[src/rtl/tbbl_pkg.sv]
// shared types, register indexes and reset values of the token bucket burst limiter
// no dependencies; imported by every module of the block
`default_nettype none

package tbbl_pkg;

   // field widths fixed by the interface
   localparam int unsigned CNT_W      = 12;
   localparam int unsigned FILL_W     = 24;
   localparam int unsigned CSR_IDX_W  = 3;
   localparam int unsigned CSR_DATA_W = 24;

   // configuration register indexes
   localparam logic [CSR_IDX_W-1:0] CSR_FILL_RATE         = 3'd0;
   localparam logic [CSR_IDX_W-1:0] CSR_BUCKET_CAP        = 3'd1;
   localparam logic [CSR_IDX_W-1:0] CSR_PROTECT_THRESHOLD = 3'd2;
   localparam logic [CSR_IDX_W-1:0] CSR_WARN_FLOOR        = 3'd3;
   localparam logic [CSR_IDX_W-1:0] CSR_REQUEST_LIMIT     = 3'd4;

   // request kinds
   localparam logic MODE_TICK    = 1'b0;
   localparam logic MODE_REQUEST = 1'b1;

   // register reset values
   localparam logic [FILL_W-1:0] FILL_RATE_RST         = 24'd524;
   localparam logic [CNT_W-1:0]  BUCKET_CAP_RST        = 12'd120;
   localparam logic [CNT_W-1:0]  PROTECT_THRESHOLD_RST = 12'd75;
   localparam logic [CNT_W-1:0]  WARN_FLOOR_RST        = 12'd30;
   localparam logic [CNT_W-1:0]  REQUEST_LIMIT_RST     = 12'd2;

   // parameter defaults
   localparam int unsigned START_LEVEL_DEF = 100;
   localparam int unsigned FRAC_BITS_DEF   = 16;
   localparam int unsigned LEVEL_BITS_DEF  = 12;

   typedef struct packed {
      logic [FILL_W-1:0] fill_rate;
      logic [CNT_W-1:0]  bucket_cap;
      logic [CNT_W-1:0]  protect_threshold;
      logic [CNT_W-1:0]  warn_floor;
      logic [CNT_W-1:0]  request_limit;
   } cfg_type;

   typedef struct packed {
      logic             granted;
      logic [CNT_W-1:0] granted_count;
      logic [CNT_W-1:0] tokens_added;
      logic [CNT_W-1:0] level_now;
      logic             protect_active;
      logic             low_warning;
   } rsp_type;

endpackage

`default_nettype wire

[src/rtl/tbbl_csr.sv]
// configuration registers of the token bucket burst limiter
// depends on tbbl_pkg
`default_nettype none

module tbbl_csr (
   input  wire logic                              clock,
   input  wire logic                              reset,
   input  wire logic                              csr_we,
   input  wire logic [tbbl_pkg::CSR_IDX_W-1:0]    csr_index,
   input  wire logic [tbbl_pkg::CSR_DATA_W-1:0]   csr_wdata,
   output tbbl_pkg::cfg_type                      cfg
);
   import tbbl_pkg::*;

   cfg_type cfg_ff;
   cfg_type cfg_in;

   always_comb begin
      cfg_in = cfg_ff;
      if (csr_we) begin
         unique case (csr_index)
            CSR_FILL_RATE:         cfg_in.fill_rate         = csr_wdata[FILL_W-1:0];
            CSR_BUCKET_CAP:        cfg_in.bucket_cap        = csr_wdata[CNT_W-1:0];
            CSR_PROTECT_THRESHOLD: cfg_in.protect_threshold = csr_wdata[CNT_W-1:0];
            CSR_WARN_FLOOR:        cfg_in.warn_floor        = csr_wdata[CNT_W-1:0];
            CSR_REQUEST_LIMIT:     cfg_in.request_limit     = csr_wdata[CNT_W-1:0];
            default:               cfg_in = cfg_ff;   // unmapped index, ignored
         endcase
      end
   end

   always_ff @(posedge clock) begin
      if (reset) begin
         cfg_ff.fill_rate         <= FILL_RATE_RST;
         cfg_ff.bucket_cap        <= BUCKET_CAP_RST;
         cfg_ff.protect_threshold <= PROTECT_THRESHOLD_RST;
         cfg_ff.warn_floor        <= WARN_FLOOR_RST;
         cfg_ff.request_limit     <= REQUEST_LIMIT_RST;
      end else begin
         cfg_ff <= cfg_in;
      end
   end

   assign cfg = cfg_ff;

endmodule

`default_nettype wire

[src/rtl/tbbl_update.sv]
// bucket state (level, fraction, protection flag) and its single-pass update
// depends on tbbl_pkg
`default_nettype none

module tbbl_update #(
   parameter int unsigned START_LEVEL = tbbl_pkg::START_LEVEL_DEF,
   parameter int unsigned FRAC_BITS   = tbbl_pkg::FRAC_BITS_DEF,
   parameter int unsigned LEVEL_BITS  = tbbl_pkg::LEVEL_BITS_DEF
) (
   input  wire logic                        clock,
   input  wire logic                        reset,
   input  wire tbbl_pkg::cfg_type           cfg,
   input  wire logic                        fire,
   input  wire logic                        mode,
   input  wire logic [tbbl_pkg::CNT_W-1:0]  count,
   output tbbl_pkg::rsp_type                rsp
);
   import tbbl_pkg::*;

   // common compare width for level and 12-bit register values
   localparam int unsigned CW      = (LEVEL_BITS > CNT_W) ? LEVEL_BITS : CNT_W;
   localparam int unsigned SUM_W   = ((FRAC_BITS > FILL_W) ? FRAC_BITS : FILL_W) + 1;
   localparam int unsigned WHOLE_W = SUM_W - FRAC_BITS;
   localparam int unsigned WW      = (WHOLE_W > CW) ? WHOLE_W : CW;
   localparam logic [CW-1:0] LEVEL_MAX = CW'((64'd1 << LEVEL_BITS) - 64'd1);

   logic [LEVEL_BITS-1:0] token_level_ff, token_level_in;
   logic [FRAC_BITS-1:0]  fraction_ff, fraction_in;
   logic                  protect_ff, protect_in;

   logic [CW-1:0]      level_x, cap_x, thr_x, n_x, tick_level, req_level, new_level;
   logic [SUM_W-1:0]   sum;
   logic [WHOLE_W-1:0] whole;
   logic [WW-1:0]      room, add;
   logic [CNT_W-1:0]   n_eff;
   logic               flag_mid, ok, flag_req;

   always_comb begin
      level_x = CW'(token_level_ff);

      // tick: fractional accumulate, whole tokens into the bucket up to the cap
      sum   = SUM_W'(fraction_ff) + SUM_W'(cfg.fill_rate);
      whole = sum[SUM_W-1:FRAC_BITS];
      cap_x = CW'(cfg.bucket_cap);
      if (cap_x > LEVEL_MAX) begin
         cap_x = LEVEL_MAX;
      end
      room = WW'(cap_x - level_x);
      if (level_x < cap_x) begin
         add = (WW'(whole) < room) ? WW'(whole) : room;
      end else begin
         add = '0;   // level at or above the cap
      end
      tick_level = level_x + add[CW-1:0];

      // request: protection, limiting, grant or deny
      thr_x    = CW'(cfg.protect_threshold);
      flag_mid = protect_ff | (level_x < thr_x);
      n_eff    = (flag_mid && (count > cfg.request_limit)) ? cfg.request_limit : count;
      n_x      = CW'(n_eff);
      ok       = (level_x >= n_x);
      req_level = ok ? (level_x - n_x) : level_x;
      flag_req  = (req_level > thr_x) ? 1'b0 : flag_mid;

      if (mode == MODE_REQUEST) begin
         new_level   = req_level;
         protect_in  = flag_req;
         fraction_in = fraction_ff;
      end else begin
         new_level   = tick_level;
         protect_in  = protect_ff;
         fraction_in = sum[FRAC_BITS-1:0];
      end
      token_level_in = new_level[LEVEL_BITS-1:0];

      rsp.granted        = (mode == MODE_REQUEST) && ok;
      rsp.granted_count  = rsp.granted ? n_eff : '0;
      rsp.tokens_added   = (mode == MODE_TICK) ? add[CNT_W-1:0] : '0;
      rsp.level_now      = new_level[CNT_W-1:0];
      rsp.protect_active = protect_in;
      rsp.low_warning    = (new_level < CW'(cfg.warn_floor));
   end

   always_ff @(posedge clock) begin
      if (reset) begin
         token_level_ff <= LEVEL_BITS'(START_LEVEL);
         fraction_ff    <= '0;
         protect_ff     <= 1'b0;
      end else if (fire) begin
         token_level_ff <= token_level_in;
         fraction_ff    <= fraction_in;
         protect_ff     <= protect_in;
      end
   end

endmodule

`default_nettype wire

[src/rtl/token_bucket_burst_limiter_core.sv]
// token bucket burst limiter, top level; depends on tbbl_pkg, tbbl_csr and tbbl_update
// path: an accepted request waits in the input register; its response is written to the
// result register when that is free or being drained, and is valid from there
// throughput: one request per cycle unless the result channel stalls, set by the one-pass state update
// reset: synchronous, active high; level 100 (START_LEVEL), fraction 0,
// protection off, registers at their reset values, both stages empty
`default_nettype none

module token_bucket_burst_limiter_core #(
   parameter int unsigned START_LEVEL = tbbl_pkg::START_LEVEL_DEF,
   parameter int unsigned FRAC_BITS   = tbbl_pkg::FRAC_BITS_DEF,
   parameter int unsigned LEVEL_BITS  = tbbl_pkg::LEVEL_BITS_DEF
) (
   input  wire logic                              clock,
   input  wire logic                              reset,
   // configuration
   input  wire logic                              csr_we,
   input  wire logic [tbbl_pkg::CSR_IDX_W-1:0]    csr_index,
   input  wire logic [tbbl_pkg::CSR_DATA_W-1:0]   csr_wdata,
   // request channel
   input  wire logic                              req_valid,
   output logic                                   req_ready,
   input  wire logic                              req_mode,
   input  wire logic [tbbl_pkg::CNT_W-1:0]        req_request_count,
   // result channel
   output logic                                   rsp_valid,
   input  wire logic                              rsp_ready,
   output logic                                   rsp_granted,
   output logic [tbbl_pkg::CNT_W-1:0]             rsp_granted_count,
   output logic [tbbl_pkg::CNT_W-1:0]             rsp_tokens_added,
   output logic [tbbl_pkg::CNT_W-1:0]             rsp_level_now,
   output logic                                   rsp_protect_active,
   output logic                                   rsp_low_warning
);
   import tbbl_pkg::*;

   cfg_type cfg;
   rsp_type upd_rsp;

   // input stage
   logic             in_vld_ff, in_vld_in;
   logic             in_mode_ff;
   logic [CNT_W-1:0] in_count_ff;

   // result stage
   logic    out_vld_ff, out_vld_in;
   rsp_type out_ff;

   // the input stage moves on whenever the result register is free or being drained
   logic adv;

   tbbl_csr u_csr (
      .clock     (clock),
      .reset     (reset),
      .csr_we    (csr_we),
      .csr_index (csr_index),
      .csr_wdata (csr_wdata),
      .cfg       (cfg)
   );

   // state changes exactly when a request leaves the input stage, so order is kept
   tbbl_update #(
      .START_LEVEL (START_LEVEL),
      .FRAC_BITS   (FRAC_BITS),
      .LEVEL_BITS  (LEVEL_BITS)
   ) u_update (
      .clock (clock),
      .reset (reset),
      .cfg   (cfg),
      .fire  (adv),
      .mode  (in_mode_ff),
      .count (in_count_ff),
      .rsp   (upd_rsp)
   );

   assign adv       = in_vld_ff && (!out_vld_ff || rsp_ready);
   assign req_ready = !in_vld_ff || adv;

   always_comb begin
      in_vld_in = in_vld_ff;
      if (req_valid && req_ready) begin
         in_vld_in = 1'b1;
      end else if (adv) begin
         in_vld_in = 1'b0;
      end

      out_vld_in = out_vld_ff;
      if (adv) begin
         out_vld_in = 1'b1;
      end else if (rsp_ready) begin
         out_vld_in = 1'b0;
      end
   end

   always_ff @(posedge clock) begin
      if (reset) begin
         in_vld_ff  <= 1'b0;
         out_vld_ff <= 1'b0;
      end else begin
         in_vld_ff  <= in_vld_in;
         out_vld_ff <= out_vld_in;
      end
   end

   // payload registers, no reset
   always_ff @(posedge clock) begin
      if (req_valid && req_ready) begin
         in_mode_ff  <= req_mode;
         in_count_ff <= req_request_count;
      end
      if (adv) begin
         out_ff <= upd_rsp;
      end
   end

   assign rsp_valid          = out_vld_ff;
   assign rsp_granted        = out_ff.granted;
   assign rsp_granted_count  = out_ff.granted_count;
   assign rsp_tokens_added   = out_ff.tokens_added;
   assign rsp_level_now      = out_ff.level_now;
   assign rsp_protect_active = out_ff.protect_active;
   assign rsp_low_warning    = out_ff.low_warning;

   // a request leaving the input stage always lands in the result register
   a_adv_lands: assert property (@(posedge clock) disable iff (reset)
      adv |=> out_vld_ff)
      else $error("request lost between input and result stage");

   // a held result is never overwritten by the next request
   a_no_overwrite: assert property (@(posedge clock) disable iff (reset)
      out_vld_ff && !rsp_ready |-> !adv)
      else $error("result register overwritten while stalled");

   // a denied request or a tick never reports taken tokens
   a_deny_zero: assert property (@(posedge clock) disable iff (reset)
      out_vld_ff && !out_ff.granted |-> out_ff.granted_count == '0)
      else $error("tokens reported on a request that was not granted");

endmodule

`default_nettype wire

[config.mk]
export PLATFORM = sky130hd
export DESIGN_NAME = token_bucket_burst_limiter_core
export DESIGN_NICKNAME = d
export VERILOG_FILES = /design/src/rtl/tbbl_pkg.sv /design/src/rtl/tbbl_csr.sv /design/src/rtl/tbbl_update.sv /design/src/rtl/token_bucket_burst_limiter_core.sv
export SDC_FILE = /design/constraint.sdc
export NUM_CORES = 1
export LEC_CHECK = 0
export ABC_CLOCK_PERIOD_IN_PS = 7800
export BUFFER_PORTS_ARGS = -buffer_cell sky130_fd_sc_hd__buf_4
export CAP_MARGIN = 10
export CORE_MARGIN = 4
export CORE_UTILIZATION = 45
export DETAILED_ROUTE_END_ITERATION = 16
export HOLD_SLACK_MARGIN = 0.08
export SETUP_SLACK_MARGIN = 0.2
export SKIP_LAST_GASP = 1
export SLEW_MARGIN = 10
export SYNTH_ARGS = -nofsm -noshare
export SYNTH_HDL_FRONTEND = slang
export SYNTH_SLANG_ARGS = --single-unit
[constraint.sdc]
create_clock -name clock -period 7.8 [get_ports clock]
set_clock_uncertainty 0.15 [all_clocks]
set_input_delay 0.78 -clock clock [delete_from_list [all_inputs] [get_ports clock]]
set_output_delay 0.78 -clock clock [all_outputs]
set_load 0.02 [all_outputs]
Yosys cells after proc, flatten, opt, wreduce, memory -nomap -nowiden
Cells that the tools add are included.
{"block": "word_totals", "in_bits": 45, "register_bits": 155}
{"block": "classes", "muxes": 12, "n_lt_le_gt_ge": 8, "n_reduce_logical": 17, "n_eq_ne": 4, "n_bitwise": 2, "addsub": 4}
{"cell": "two-way mux 12 bit", "count": 6}
{"cell": "less-than comparator 12 bit", "count": 3}
{"cell": "adder 16 x 24 -> 25 bit", "count": 1}
{"cell": "> comparator 12 bit", "count": 2}
{"cell": "subtractor 12 bit", "count": 2}
{"cell": "adder 12 bit", "count": 1}
{"cell": "greater-or-equal comparator 12 bit", "count": 1}
{"cell": "> comparator 12 bit (second input constant)", "count": 1}
{"cell": "less-than comparator 9 x 12 -> 1 bit", "count": 1}
{"cell": "AND reduction 2 bit", "count": 6}
{"cell": "== test 3 x 2 -> 1 bit (second input constant)", "count": 2}
{"cell": "two-way mux 1 bit", "count": 6}
{"cell": "logical AND 1 bit", "count": 4}
{"cell": "nonzero test 2 bit", "count": 2}
{"cell": "== test 3 x 1 -> 1 bit (second input constant)", "count": 1}
{"cell": "== test 3 bit (second input constant)", "count": 1}
{"cell": "zero test 3 bit", "count": 1}
{"cell": "zero test 1 bit", "count": 2}
{"cell": "logical OR 1 bit", "count": 2}
{"cell": "NOT 1 bit", "count": 1}
{"cell": "bitwise OR 1 bit", "count": 1}

Longest topological paths before layout
{"block": "depth", "ltp_word": 9, "mapped_depth": 34}

Hierarchy
A second synthesis with hierarchy kept.
{"block": "hier_totals", "hier_cells": 1153, "hier_area_um2": 10737.8}
{"mod": "tbbl_update", "cells_per_inst": 818, "instances": 1, "area_per_inst_um2": 6125.9}
{"mod": "tbbl_csr", "cells_per_inst": 273, "instances": 1, "area_per_inst_um2": 2946.6}
{"mod": "token_bucket_burst_limiter_core", "cells_per_inst": 62, "instances": 1, "area_per_inst_um2": 1665.3}

Worst setup path after synthesis
Ideal clock, no wire load.
{"block": "synth_path", "path_kind": "flip-flop to flip-flop", "from": "reg u_csr.cfg_ff, in the netlist u_csr.cfg[48]", "to": "reg out_ff, in the netlist rsp_low_warning, data pin", "setup_slack_ns": 1.229, "setup_ns": 0.261, "path_buffers": 1, "synth_period_minus_slack_ns": 6.571, "t_arrival_ns": 6.159, "path_stages_with_launch": 32, "path_cell_list": "dfxtp_1 ha_1 fa_1 a21oi_1 o2111ai_2 a31o_2 a311o_2 nand4_1 xnor2_1 ha_1 nand3_1 nor2_1 a221oi_1 and2_1 a311o_1 buf_6 or3_1 a21oi_1 ha_1 fa_1 a21o_1 a21oi_1 o21bai_1 a2111oi_0 or3_1 o21a_1 xor2_1 o21ai_0 ha_1 nand2_1 nor3_1 a21oi_1"}
{"item": "start, declared", "line": "tbbl_csr.sv:15", "rtl": "cfg_type cfg_ff;"}
{"item": "start signal, assigned", "line": "tbbl_csr.sv:40", "rtl": "cfg_ff <= cfg_in;"}
{"item": "end signal, assigned", "line": "token_bucket_burst_limiter_core.sv:112", "rtl": "out_ff <= upd_rsp;"}
{"item": "end, declared", "line": "token_bucket_burst_limiter_core.sv:47", "rtl": "rsp_type out_ff;"}

==> results.md <==
- The run finished with clean final reports.
- The detailed router finished its first iteration with 535 violations.
- The number of H-tree branching levels is 4.
- The transition time of the tightest slew-check pin is 0.995 ns.
- The count of cell types in the netlist is 69.
- The remaining antenna violation count is 0.
- The share of the synthesized area in the top cell type is 0.207.
- The number of search-and-repair iterations in the first detailed-routing pass is 5.
- The number of buffers between clock root and the deepest sink is 2.
- The largest area contributor in the synthesized netlist is sky130_fd_sc_hd__dfxtp_1.
- The number of placement rows is 54.
- Across the run, the number of max-cap violations was 0.
- The initial standard-cell utilization of the core is 0.457.
- The delay of the slowest cell on the worst path is 0.43 ns.
- The critical path in this run is classified as reg2reg.
- The worst-path maximum fanout is 5.
- The fraction of registers with async set or reset after synthesis is 0.
- In this design, the critical path's most frequently occurring cell is sky130_fd_sc_hd__ha_1.
- The die is 157 microns tall.
- The placer's final routability congestion estimate is 0.938.
- 0 antenna diodes ended up in the layout.
- The class of the tightest hold or removal check is reg2reg.
- At the worst endpoint, the required time is 7.83 ns.
- The net total in the final layout is 1409.
- Among all flip-flop cells after synthesis, the most frequent one is sky130_fd_sc_hd__dfxtp_1.
- The cell sitting at the root of the clock tree is a sky130_fd_sc_hd__clkbuf_16.
- The via count is 8687.
- In the routed design, unresolved DRC markers number 0.
- The number of antenna violations at the first check in global routing is 0.
- Setup repair after global routing left no endpoint under its margin.
- The CTS tree is done.
- Yosys attributes the largest share of cell area to sky130_fd_sc_hd__dfxtp_1, sky130_fd_sc_hd__edfxtp_1, sky130_fd_sc_hd__ha_1.
- The start point of the worst min-delay path is u_csr.cfg[33].
- The critical path launch point type is a flop.
- The placed wire-length estimate is 20800 microns.
- The first global-routing pass estimated 43800 microns of wire.
- After detailed routing, the number of vias per cell comes to 5.61.
- The top-level port count is 86.
- The share of final-layout standard cells stronger than drive strength 1 is 0.125.
- The critical register-to-register path startpoint is u_csr.cfg[48].
- In this run, synthesis produced a sequential element count of 155.
- The number of hold violations in the final report came to 0.
- The post-detailed-placement cell area is 10800 sq um.
- For the worst-skew pair, the clock arrives at the later sink with an insertion delay of 0.44 ns.
- The first element of the critical path is u_csr.cfg[48].
- The die boundary width is 157 microns.
- The cell with the largest stage delay on the worst path is sky130_fd_sc_hd__fa_1.
- The overall track demand over capacity in global routing is 0.229.
- The sink count of the clock tree is 155.
- The number of global-route vias before repair is 8057.
- The global route total overflow is 0.
- The number of enable-type register cells in the synthesized netlist is 52.
- The wire length per cell is 18.0 microns.
- The worst setup margin is 0.679 ns.
- In this run the power density over the cells is 211 nW/um^2.
- The max-slew violation count is 0.
- The number of CTS-inserted buffers is 17.
- The pre-CTS setup slack is 0.452 ns.
- The worst supply voltage drop on vdd is 0.000163 V.
- The data arrival at the endpoint of the critical path is 7.15 ns.
- In this run the tool buffered the top-level ports with 85 buffer cells.
- STA classifies the critical path endpoint as a flop.
- A synthesized cell averages 8.44 sq um.
- The synthesized instance count is 1179.
- The shortest period the worst path allows is 7.12 ns.
- Summing all non-filler instances in the final layout gives an area of 11500 sq um.
- The share of the Yosys chip area taken by registers is 0.364.
- Timing would allow up to 140 MHz.
- The die covers 24600 sq um.
- The count of final setup violators is 0.
- In this run the static leakage power is 4.72 nW.
- Relative to the synthesized area, the layout overhead comes to 15.3%.
- Wires add up to 27900 microns.
- The number of warnings printed during yosys synthesis is 0.
- Clock-pin slew was measured on the worst setup and hold paths at 0.07 ns.
- The final setup TNS is 0 ns.
- The largest net degree at the start of global routing is 82.
- In the finished design, the share of the clock period the worst path needs comes to 0.913.
- The worst pin sits at a relative slew slack of 0.334.
- The synthesized netlist occupies a cell area of 9950 sq um.
- The placeable core area is 21800 sq um.
[Yosys cell counts, drive strengths merged, types with 16 or more instances]
cell,n
inv,67
xnor2,29
a21o,30
nor3,30
clkbuf,37
nand3,33
o211ai,16
a21oi,136
dfxtp,103
mux2i,27
nand2,235
nor2,49
o21ai,49
edfxtp,52
ha,105
[sequential cells by signal (all words and copies together) (netlist names)]
register,count
rsp_valid,1
in_vld_ff,1
u_csr.cfg,72
u_update.level_x,12
rsp_protect_active,1
u_update.protect_ff,1
u_update.fraction_ff,16
rsp_granted,1
rsp_granted_count,12
rsp_level_now,12
rsp_low_warning,1
in_mode_ff,1
in_count_ff,12
rsp_tokens_added,12
[per-stage QoR]
stage / hold WS [ns] / util / instances / power (W)
finish: 0.306 / 0.527 / 1548 / 0.00242
floorplan: 0.286 / - / 1183 / 0.00139
global route: 0.324 / 0.527 / 1548 / 0.00253
global placement: 0.293 / 0.498 / 1513 / 0.00158
detailed placement: 0.298 / 0.498 / 1513 / 0.00158
CTS: 0.308 / 0.525 / 1545 / 0.00242
[metal layers]
metal,wire length (microns),up-vias,GRT usage
met2,12300,220,0.350
met4,502,0,0.0636
li1,-,4355,-
met5,0,-,0
met3,1370,30,0.0354
met1,13700,4082,0.335
[timing repair]
action                                  in CTS  in global routing
hold endpoints to repair                     0                  0
endpoints found under the setup margin       0                  1
hold buffers                                 0                  0
setup buffers                                0                  3
resized for setup                            0                  7
[cell families after synthesis]
group | Yosys count | share of synthesized area
flops | 155 | 0.364
other cells | 1 | 0.000377
simple gates | 419 | 0.187
buf+inv | 111 | 0.0430
mux | 36 | 0.0374
xor+xnor | 40 | 0.0352
compound gates | 308 | 0.193
fa+ha+maj | 109 | 0.140
[path summary, 6_finish.rpt]
check	endpoint	slack (ns)	cells past startpoint
max	rsp_low_warning	0.68	30
min	u_csr.cfg[33]	0.31	2
max reg2reg	rsp_low_warning	0.68	30
min reg2reg	u_csr.cfg[33]	0.31	2
[critical path, delay by kind of cell (launching register included)]
family          cells  cell delay, ns
compound gates     15            3.17
xor+xnor            2            0.25
fa+ha+maj           6            1.94
flops               1            0.32
simple gates        7            1.04
[power breakdown]
part | internal (W) | total (W) | leakage, nW | switching [W]
sequential | 0.000875 | 0.000902 | 1.34 | 0.0000263
clock | 0.000451 | 0.000835 | 0.273 | 0.000384
combinational | 0.000269 | 0.000678 | 3.11 | 0.000410
[placed cells by master (no fill, tap or decap), types with 9 or more instances in the layout]
| cell type | n |
|---|---|
| sky130_fd_sc_hd__nor2_1 | 48 |
| sky130_fd_sc_hd__o211ai_1 | 16 |
| sky130_fd_sc_hd__edfxtp_1 | 52 |
| sky130_fd_sc_hd__ha_1 | 105 |
| sky130_fd_sc_hd__nor3_1 | 30 |
| sky130_fd_sc_hd__nand3_1 | 32 |
| sky130_fd_sc_hd__xnor2_1 | 29 |
| sky130_fd_sc_hd__xor2_1 | 11 |
| sky130_fd_sc_hd__nand2b_1 | 10 |
| sky130_fd_sc_hd__mux2_2 | 9 |
| sky130_fd_sc_hd__or3_1 | 14 |
| sky130_fd_sc_hd__mux2i_1 | 27 |
| sky130_fd_sc_hd__nand2_1 | 235 |
| sky130_fd_sc_hd__dfxtp_1 | 103 |
| sky130_fd_sc_hd__a21oi_1 | 134 |
| sky130_fd_sc_hd__buf_4 | 96 |
| sky130_fd_sc_hd__a211oi_1 | 12 |
| sky130_fd_sc_hd__clkbuf_16 | 17 |
| sky130_fd_sc_hd__o21ai_0 | 46 |
| sky130_fd_sc_hd__inv_1 | 67 |
| sky130_fd_sc_hd__nand4_1 | 14 |
| sky130_fd_sc_hd__a21o_1 | 30 |
[cell type report]
type / count / area [sq um]
Fill cell: 2111 / 10300
Clock buffer: 17 / 425
Inverter: 68 / 255
Clock inverter: 15 / 151
Multi-Input combinational cell: 917 / 5940
Tap cell: 280 / 350
Sequential cell: 155 / 3620
Timing Repair Buffer: 96 / 721
No activity file was read; power rests on OpenSTA's default activity.
